[src/prss_pkg.sv]
`timescale 1ns / 1ps
// ----------------------------------------------------------------------------
// prss_pkg
// shared widths, register indexes and defaults for the residual square sum
// ----------------------------------------------------------------------------
package prss_pkg;

	localparam int DATA_W    = 32;
	localparam int SUM_W     = 63;
	localparam int COUNT_W   = 3;
	localparam int CFG_IDX_W = 3;
	localparam int MUL_W     = DATA_W + 1;
	localparam int PROD_W    = 2 * MUL_W;

	localparam int DEF_MAX_COEFS = 6;
	localparam int DEF_FRAC_BITS = 16;

	// register indexes of the write port
	localparam logic [CFG_IDX_W-1:0] REG_COEF_COUNT = 3'd0;
	localparam logic [CFG_IDX_W-1:0] REG_COEF_0     = 3'd1;

	localparam logic [DATA_W-1:0] S32_MAX = 32'h7fff_ffff;
	localparam logic [DATA_W-1:0] S32_MIN = 32'h8000_0000;

	typedef logic signed [MUL_W-1:0]  mul_opd_t;
	typedef logic signed [PROD_W-1:0] mul_prod_t;

endpackage

[src/prss_mul.sv]
`timescale 1ns / 1ps
// ----------------------------------------------------------------------------
// prss_mul
// shared signed 33x33 multiplier with a registered product
// ----------------------------------------------------------------------------
module prss_mul (
	input  logic               clk,
	input  logic               en,
	input  prss_pkg::mul_opd_t opd_a,
	input  prss_pkg::mul_opd_t opd_b,
	output prss_pkg::mul_prod_t prod_s1
);
	import prss_pkg::*;

	mul_prod_t prod_q;

	always_ff @(posedge clk) begin
		if (en) begin
			prod_q <= PROD_W'(opd_a) * PROD_W'(opd_b);
		end
	end

	assign prod_s1 = prod_q;

endmodule

[src/polynomial_residual_square_sum.sv]
`timescale 1ns / 1ps
// ----------------------------------------------------------------------------
// polynomial_residual_square_sum
// horner polynomial fit with a running saturating sum of squared residuals
// ----------------------------------------------------------------------------
// usage
//   input channel (in_valid/in_ready) takes one beat of x_value, observed
//   and last, all signed fixed point with FRAC_BITS fraction bits
//   output channel (out_valid/out_ready) gives one beat per input beat:
//   model_value, the running square_sum, the sticky overflow and set_done
//   configuration is a plain write port (cfg_we, cfg_index, cfg_data):
//   index 0 is the coefficient count, 1..6 are coef_0..coef_5
// timing
//   one shared multiplier serves every horner step and the final square
//   an item runs a multiply and add step pair for each coefficient below
//   the top one, then the residual, square, accumulate and output steps
//   the next beat is taken at the earliest in the cycle after the load,
//   so no new beat is taken before the last one is in the output register
//   in_ready is high only while the sequencer is idle
// reset and stall
//   arst_n clears coefficients, count, running sum and overflow flag
//   the output register holds a result until taken; the sequencer waits
//   in its output step while a previous beat is still pending
//   a beat with last set closes the set and the sum and flag then clear
// ----------------------------------------------------------------------------
module polynomial_residual_square_sum #(
	parameter int MAX_COEFS = prss_pkg::DEF_MAX_COEFS,
	parameter int FRAC_BITS = prss_pkg::DEF_FRAC_BITS
) (
	input  logic                              clk,
	input  logic                              arst_n,
	// configuration write port
	input  logic                              cfg_we,
	input  logic [prss_pkg::CFG_IDX_W-1:0]    cfg_index,
	input  logic [prss_pkg::DATA_W-1:0]       cfg_data,
	// input channel
	input  logic                              in_valid,
	output logic                              in_ready,
	input  logic signed [prss_pkg::DATA_W-1:0] x_value,
	input  logic signed [prss_pkg::DATA_W-1:0] observed,
	input  logic                              last,
	// output channel
	output logic                              out_valid,
	input  logic                              out_ready,
	output logic signed [prss_pkg::DATA_W-1:0] model_value,
	output logic [prss_pkg::SUM_W-1:0]        square_sum,
	output logic                              overflow,
	output logic                              set_done
);
	import prss_pkg::*;

	localparam int IDX_W = (MAX_COEFS > 1) ? $clog2(MAX_COEFS) : 1;

	// one-hot sequencer
	typedef enum logic [6:0] {
		ST_IDLE = 7'b000_0001,
		ST_MUL  = 7'b000_0010,
		ST_ADD  = 7'b000_0100,
		ST_RES  = 7'b000_1000,
		ST_SQ   = 7'b001_0000,
		ST_ACC  = 7'b010_0000,
		ST_OUT  = 7'b100_0000
	} state_t;

	state_t state_q;

	// configuration
	logic [COUNT_W-1:0]       count_q;
	logic signed [DATA_W-1:0] coef_q [MAX_COEFS];

	// item held while the sequencer works on it
	logic signed [DATA_W-1:0] x_q;
	logic signed [DATA_W-1:0] obs_q;
	logic                     last_q;
	logic signed [DATA_W-1:0] acc_q;
	logic [IDX_W-1:0]         step_q;
	logic                     sat_q;
	logic signed [MUL_W-1:0]  r_q;

	// running set state
	logic [SUM_W-1:0] sum_q;
	logic             sticky_q;

	// output register
	logic                     out_valid_q;
	logic signed [DATA_W-1:0] model_q;
	logic [SUM_W-1:0]         ssum_q;
	logic                     ovf_q;
	logic                     done_q;

	logic [COUNT_W-1:0]       n_use;
	logic [IDX_W-1:0]         rd_idx;
	logic signed [DATA_W-1:0] coef_rd;
	logic                     accept;
	logic                     out_free;

	mul_opd_t  opd_a;
	mul_opd_t  opd_b;
	mul_prod_t prod_s1;
	logic      mul_en;

	logic signed [PROD_W-1:0] p_shift;
	logic [PROD_W-1:0]        h_sum;
	logic                     h_hi;
	logic                     h_lo;
	logic signed [DATA_W-1:0] h_acc;

	logic [SUM_W:0]   sq_w;
	logic [SUM_W:0]   sum_w;
	logic             sum_sat;
	logic [SUM_W-1:0] sum_new;

	// coefficient count clipped to what the block stores
	assign n_use = (count_q > COUNT_W'(MAX_COEFS)) ? COUNT_W'(MAX_COEFS) : count_q;

	// single read port on the coefficient bank: top coefficient on accept,
	// next lower one during the horner add
	assign rd_idx  = (state_q == ST_IDLE) ? IDX_W'(n_use - COUNT_W'(1)) :
	                                         (step_q - IDX_W'(1));
	assign coef_rd = coef_q[rd_idx];

	assign in_ready = (state_q == ST_IDLE);
	assign accept   = in_valid && in_ready;
	assign out_free = !out_valid_q || out_ready;

	// multiplier operands: acc * x for horner, r * r for the square
	always_comb begin
		if (state_q == ST_SQ) begin
			opd_a = r_q;
			opd_b = r_q;
		end else begin
			opd_a = {acc_q[DATA_W-1], acc_q};
			opd_b = {x_q[DATA_W-1], x_q};
		end
	end

	assign mul_en = (state_q == ST_MUL) || (state_q == ST_SQ);

	prss_mul u_mul (
		.clk     (clk),
		.en      (mul_en),
		.opd_a   (opd_a),
		.opd_b   (opd_b),
		.prod_s1 (prod_s1)
	);

	// horner step: round half up, add coefficient, clamp to 32 bits
	// the rounding bit rides in as a carry so this is one add
	assign p_shift = prod_s1 >>> FRAC_BITS;
	assign h_sum   = p_shift + {{(PROD_W-DATA_W){coef_rd[DATA_W-1]}}, coef_rd}
	                 + PROD_W'(prod_s1[FRAC_BITS-1]);
	assign h_hi    = !h_sum[PROD_W-1] && (|h_sum[PROD_W-2:DATA_W-1]);
	assign h_lo    = h_sum[PROD_W-1] && !(&h_sum[PROD_W-2:DATA_W-1]);

	always_comb begin
		priority if (h_hi) begin
			h_acc = S32_MAX;
		end else if (h_lo) begin
			h_acc = S32_MIN;
		end else begin
			h_acc = h_sum[DATA_W-1:0];
		end
	end

	// squared residual back to FRAC_BITS fraction bits, then accumulate
	// the square is never negative and fits in the low 64 product bits
	assign sq_w    = (prod_s1[SUM_W:0] >> FRAC_BITS) + (SUM_W+1)'(prod_s1[FRAC_BITS-1]);
	assign sum_w   = {1'b0, sum_q} + sq_w;
	assign sum_sat = sum_w[SUM_W];
	assign sum_new = sum_sat ? {SUM_W{1'b1}} : sum_w[SUM_W-1:0];

	// configuration registers
	always_ff @(posedge clk or negedge arst_n) begin
		if (!arst_n) begin
			count_q <= '0;
			for (int k = 0; k < MAX_COEFS; k++) begin
				coef_q[k] <= '0;
			end
		end else if (cfg_we) begin
			if (cfg_index == REG_COEF_COUNT) begin
				count_q <= cfg_data[COUNT_W-1:0];
			end
			// write indexes above MAX_COEFS reach no coefficient slot
			for (int k = 0; k < MAX_COEFS; k++) begin
				if (cfg_index == REG_COEF_0 + CFG_IDX_W'(k)) begin
					coef_q[k] <= cfg_data;
				end
			end
		end
	end

	// sequencer and running state
	always_ff @(posedge clk or negedge arst_n) begin
		if (!arst_n) begin
			state_q  <= ST_IDLE;
			step_q   <= '0;
			sat_q    <= 1'b0;
			sum_q    <= '0;
			sticky_q <= 1'b0;
		end else begin
			unique case (state_q)
				ST_IDLE: begin
					if (accept) begin
						sat_q <= 1'b0;
						if (n_use == '0) begin
							step_q  <= '0;
							state_q <= ST_RES;
						end else begin
							step_q  <= IDX_W'(n_use - COUNT_W'(1));
							state_q <= (n_use > COUNT_W'(1)) ? ST_MUL : ST_RES;
						end
					end
				end
				ST_MUL: begin
					state_q <= ST_ADD;
				end
				ST_ADD: begin
					sat_q   <= sat_q | h_hi | h_lo;
					step_q  <= step_q - IDX_W'(1);
					state_q <= (step_q > IDX_W'(1)) ? ST_MUL : ST_RES;
				end
				ST_RES: begin
					state_q <= ST_SQ;
				end
				ST_SQ: begin
					state_q <= ST_ACC;
				end
				ST_ACC: begin
					sum_q    <= sum_new;
					sticky_q <= sticky_q | sat_q | sum_sat;
					state_q  <= ST_OUT;
				end
				ST_OUT: begin
					if (out_free) begin
						// a closing beat clears the set once its result is loaded
						if (last_q) begin
							sum_q    <= '0;
							sticky_q <= 1'b0;
						end
						state_q <= ST_IDLE;
					end
				end
				default: begin
					state_q <= ST_IDLE;
				end
			endcase
		end
	end

	// item datapath registers
	always_ff @(posedge clk) begin
		if (accept) begin
			x_q    <= x_value;
			obs_q  <= observed;
			last_q <= last;
			acc_q  <= (n_use == '0) ? '0 : coef_rd;
		end else if (state_q == ST_ADD) begin
			acc_q <= h_acc;
		end
		if (state_q == ST_RES) begin
			r_q <= {obs_q[DATA_W-1], obs_q} - {acc_q[DATA_W-1], acc_q};
		end
	end

	// output register
	always_ff @(posedge clk or negedge arst_n) begin
		if (!arst_n) begin
			out_valid_q <= 1'b0;
		end else if ((state_q == ST_OUT) && out_free) begin
			out_valid_q <= 1'b1;
		end else if (out_ready) begin
			out_valid_q <= 1'b0;
		end
	end

	always_ff @(posedge clk) begin
		if ((state_q == ST_OUT) && out_free) begin
			model_q <= acc_q;
			ssum_q  <= sum_q;
			ovf_q   <= sticky_q;
			done_q  <= last_q;
		end
	end

	assign out_valid   = out_valid_q;
	assign model_value = model_q;
	assign square_sum  = ssum_q;
	assign overflow    = ovf_q;
	assign set_done    = done_q;

`ifndef SYNTHESIS
	a_state_onehot: assert property (@(posedge clk) disable iff (!arst_n)
		$onehot(state_q))
		else $error("sequencer state not one-hot");

	a_accept_busy: assert property (@(posedge clk) disable iff (!arst_n)
		accept |=> !in_ready)
		else $error("input taken while an item is in flight");

	a_add_step: assert property (@(posedge clk) disable iff (!arst_n)
		(state_q == ST_ADD) |-> (step_q != '0))
		else $error("horner add with no coefficient left");

	a_set_clear: assert property (@(posedge clk) disable iff (!arst_n)
		((state_q == ST_OUT) && out_free && last_q) |=> ((sum_q == '0) && !sticky_q))
		else $error("set state not cleared after closing beat");

	a_sticky_hold: assert property (@(posedge clk) disable iff (!arst_n)
		$fell(sticky_q) |-> $past((state_q == ST_OUT) && last_q))
		else $error("overflow flag dropped inside a set");
`endif

endmodule
[config.mk]
export PLATFORM = sky130hd
export DESIGN_NAME = polynomial_residual_square_sum
export DESIGN_NICKNAME = d
export VERILOG_FILES = /design/src/prss_pkg.sv /design/src/prss_mul.sv /design/src/polynomial_residual_square_sum.sv
export SDC_FILE = /design/constraint.sdc
export NUM_CORES = 2
export LEC_CHECK = 0
export ABC_AREA = 1
export BUFFER_PORTS_ARGS = -buffer_cell sky130_fd_sc_hd__buf_2
export CORE_MARGIN = 2
export CORE_UTILIZATION = 41
export CTS_CLUSTER_SIZE = 24
export DETAILED_ROUTE_END_ITERATION = 8
export HOLD_SLACK_MARGIN = 0.05
export PLACE_DENSITY = 0.53
export SLEW_MARGIN = 30
export SYNTH_ARGS = -nofsm -noshare
export SYNTH_HDL_FRONTEND = slang
export SYNTH_HIERARCHICAL = 1
export SYNTH_SLANG_ARGS = --single-unit
[constraint.sdc]
create_clock -name clk -period 14.65 [get_ports clk]
set_input_delay 2.93 -clock clk [delete_from_list [all_inputs] [get_ports clk]]
set_output_delay 2.93 -clock clk [all_outputs]
set_load 0.02 [all_outputs]
==> impl_metrics.json <==
{
  "status": "completed",
  "max_slew_margin_pct": 31.3,
  "layout-drive-gt1-share_pct": 5.34,
  "highest_layer": "met5",
  "regArea_um2": 15100,
  "layout.nets": 11900,
  "finalNonFillerCells": 12700,
  "met3WireLength_mm": 15.8,
  "die_y_um": 440,
  "ant_nets": 0,
  "max_freq_mhz": 99.9,
  "antenna_found_initial": 18,
  "initial_core_util_pct": 41.1,
  "drt_iter0_markers": 5031,
  "first_pass_iters": 7,
  "fp.dieW_um": 440,
  "wl_met2_mm": 124,
  "finalHoldViolations": 0,
  "die_area_um2": 194000,
  "min_path_type": "register to register",
  "grtUsageTotal_pct": 28.5,
  "multiInputGateArea_um2": 52000,
  "netlist_area_um2": 78000,
  "syn_to_final_growth_pct": 7.90,
  "htreeDepth": 3,
  "syn_inst": 10100,
  "fin_skew_ps": 72.7,
  "period_needed_ps": 10010,
  "post-route-period-util_pct": 68.3,
  "cpMostUsedCell": "fa_1",
  "rsz0062_at_grt": "false",
  "slowest_delay_ps": 590,
  "grt_overflow": 0,
  "timing.rr.end": "u_mul/prod_s1[37]",
  "path_class": "register to register",
  "syn_nets": 11900,
  "holdPathStages": 0,
  "clock_sinks": 549,
  "arrival_ps": 10430,
  "io_buffers": 203,
  "final.fill_count": 19300,
  "fp-row-count": 160,
  "report.final.slew_viol_count": 0,
  "cts_resized": 0,
  "rr_startpoint": "state_q[1]",
  "drc": 0,
  "fin_tns_setup_ps": 0,
  "numCtsBuffers": 69,
  "cap_viol_max_count": 0,
  "clockBufferDepth": 3,
  "core_um2": 190000,
  "cts_root_buffer": "clkbuf_16",
  "r2r_setup_slack_ps": 4640,
  "grt_pass1_vias": 65300,
  "cts_tree": "yes",
  "grt_max_degree": 80,
  "worstSetupStartpointType": "register",
  "worst_skew_pair.late_latency_ps": 730,
  "worst_slew_pin_slew_ps": 1020,
  "critPathSlowestCell": "buf_4",
  "hold_path_startpoint": "last_q",
  "cts_hold_buf": 0,
  "ys_warn_count": 6,
  "endpoint_kind": "register",
  "vias_per_cell": 5.05,
  "wl_met1_mm": 120,
  "grt_pass1_wl_mm": 411,
  "ios": 204,
  "setup_viol_count_final": 0,
  "worstHoldEndpoint": "set_done",
  "wl_per_cell_um": 21.4,
  "path_clk_slew_ps": 60,
  "worstRegToRegCells": 31,
  "num_vias": 64200,
  "dp_hpwl_mm": 218,
  "crit_required_ps": 15070,
  "gp_congestion": 0.987,
  "syn_avg_cell_area_um2": 7.69,
  "post_cts.repair.setup_buffers": 0,
  "wl_mm": 272,
  "placed_cells": 12600,
  "path_max_fanout": 45
}
==> per-layer routing <==
| metal | track usage (%) | vias to the layer above |
|---|---|---|
| met5 | 0 | - |
| met4 | 10.8 | 14 |
| met3 | 3.86 | 398 |
| met2 | 45.6 | 1939 |
| met1 | 39.1 | 31900 |
| li1 | - | 30000 |
==> critical path, delay by kind of cell, from the launching register on <==
kind                     cells  cell delay [ps]
AO/OA/AOI/OAI                1              280
XOR/XNOR                     1              490
buffers and inverters       10             2010
flip-flops                   1              420
AND/OR/NAND/NOR             10             2000
adder cells (fa/ha/maj)      9             4450
==> final cells by class <==
type                       count  share of cell area, %
timing repair buffer         304                   2.13
clock inverter                37                  0.586
clock buffer                  87                   2.19
multi-input combinational   6636                   61.8
tap                         2511                   3.73
antenna                        3                0.00892
inverter                    2589                   11.6
sequential                   549                   18.0
==> how the worst max path moves through the flow <==
| stage | start | endpoint | cells past startpoint |
|---|---|---|---|
| CTS | state_q[1] | u_mul/prod_s1[41] | 29 |
| detailed placement | state_q[1] | u_mul/prod_s1[41] | 29 |
| floorplan | state_q[1] | u_mul/prod_s1[62] | 31 |
| finish | state_q[1] | u_mul/prod_s1[37] | 31 |
| global placement | state_q[1] | u_mul/prod_s1[41] | 29 |
| global route | state_q[1] | u_mul/prod_s1[57] | 29 |
==> placed cells by master (no fill, tap or decap), drive strengths merged, types with 8 or more instances in the layout <==
cell type	n
nand4	49
nand2	2880
dfrtp	270
o21a	11
xor2	134
o211ai	8
o21bai	39
clkinv	19
inv	2597
o31a	29
nor2	511
fa	1199
a21oi	294
ha	413
a31oi	46
a21boi	13
or2	37
o21ai	431
xnor2	60
clkbuf	87
a21o	27
nor4	29
nor3	30
nand3	361
edfxtp	278
buf	304
==> state kept, by name, summed over array words and instances, names as in the netlist, 3 cells and up <==
name           cells
acc_q             32
coef_q           192
count_q            3
model_value       32
obs_q             32
r_q               33
square_sum        63
state_q            7
step_q             3
sum_q             63
u_mul/prod_s1     51
x_q               32
==> stage by stage <==
stage / area (µm²) / hold slack, ps / worst slack, ps / util (%)
after floorplan: 78000 / 426 / 6050 / -
after global placement: 81800 / 446 / 4560 / 43.1
after detailed placement: 81800 / 441 / 4600 / 43.1
after CTS: 84100 / 455 / 4530 / 44.4
after global routing: 84100 / 469 / 4100 / 44.4
final: 84100 / 453 / 4640 / 44.4
Power is left out: the tool's default activity adds up to more than one toggle a clock period on the data nets, which glitch-free logic cannot reach.
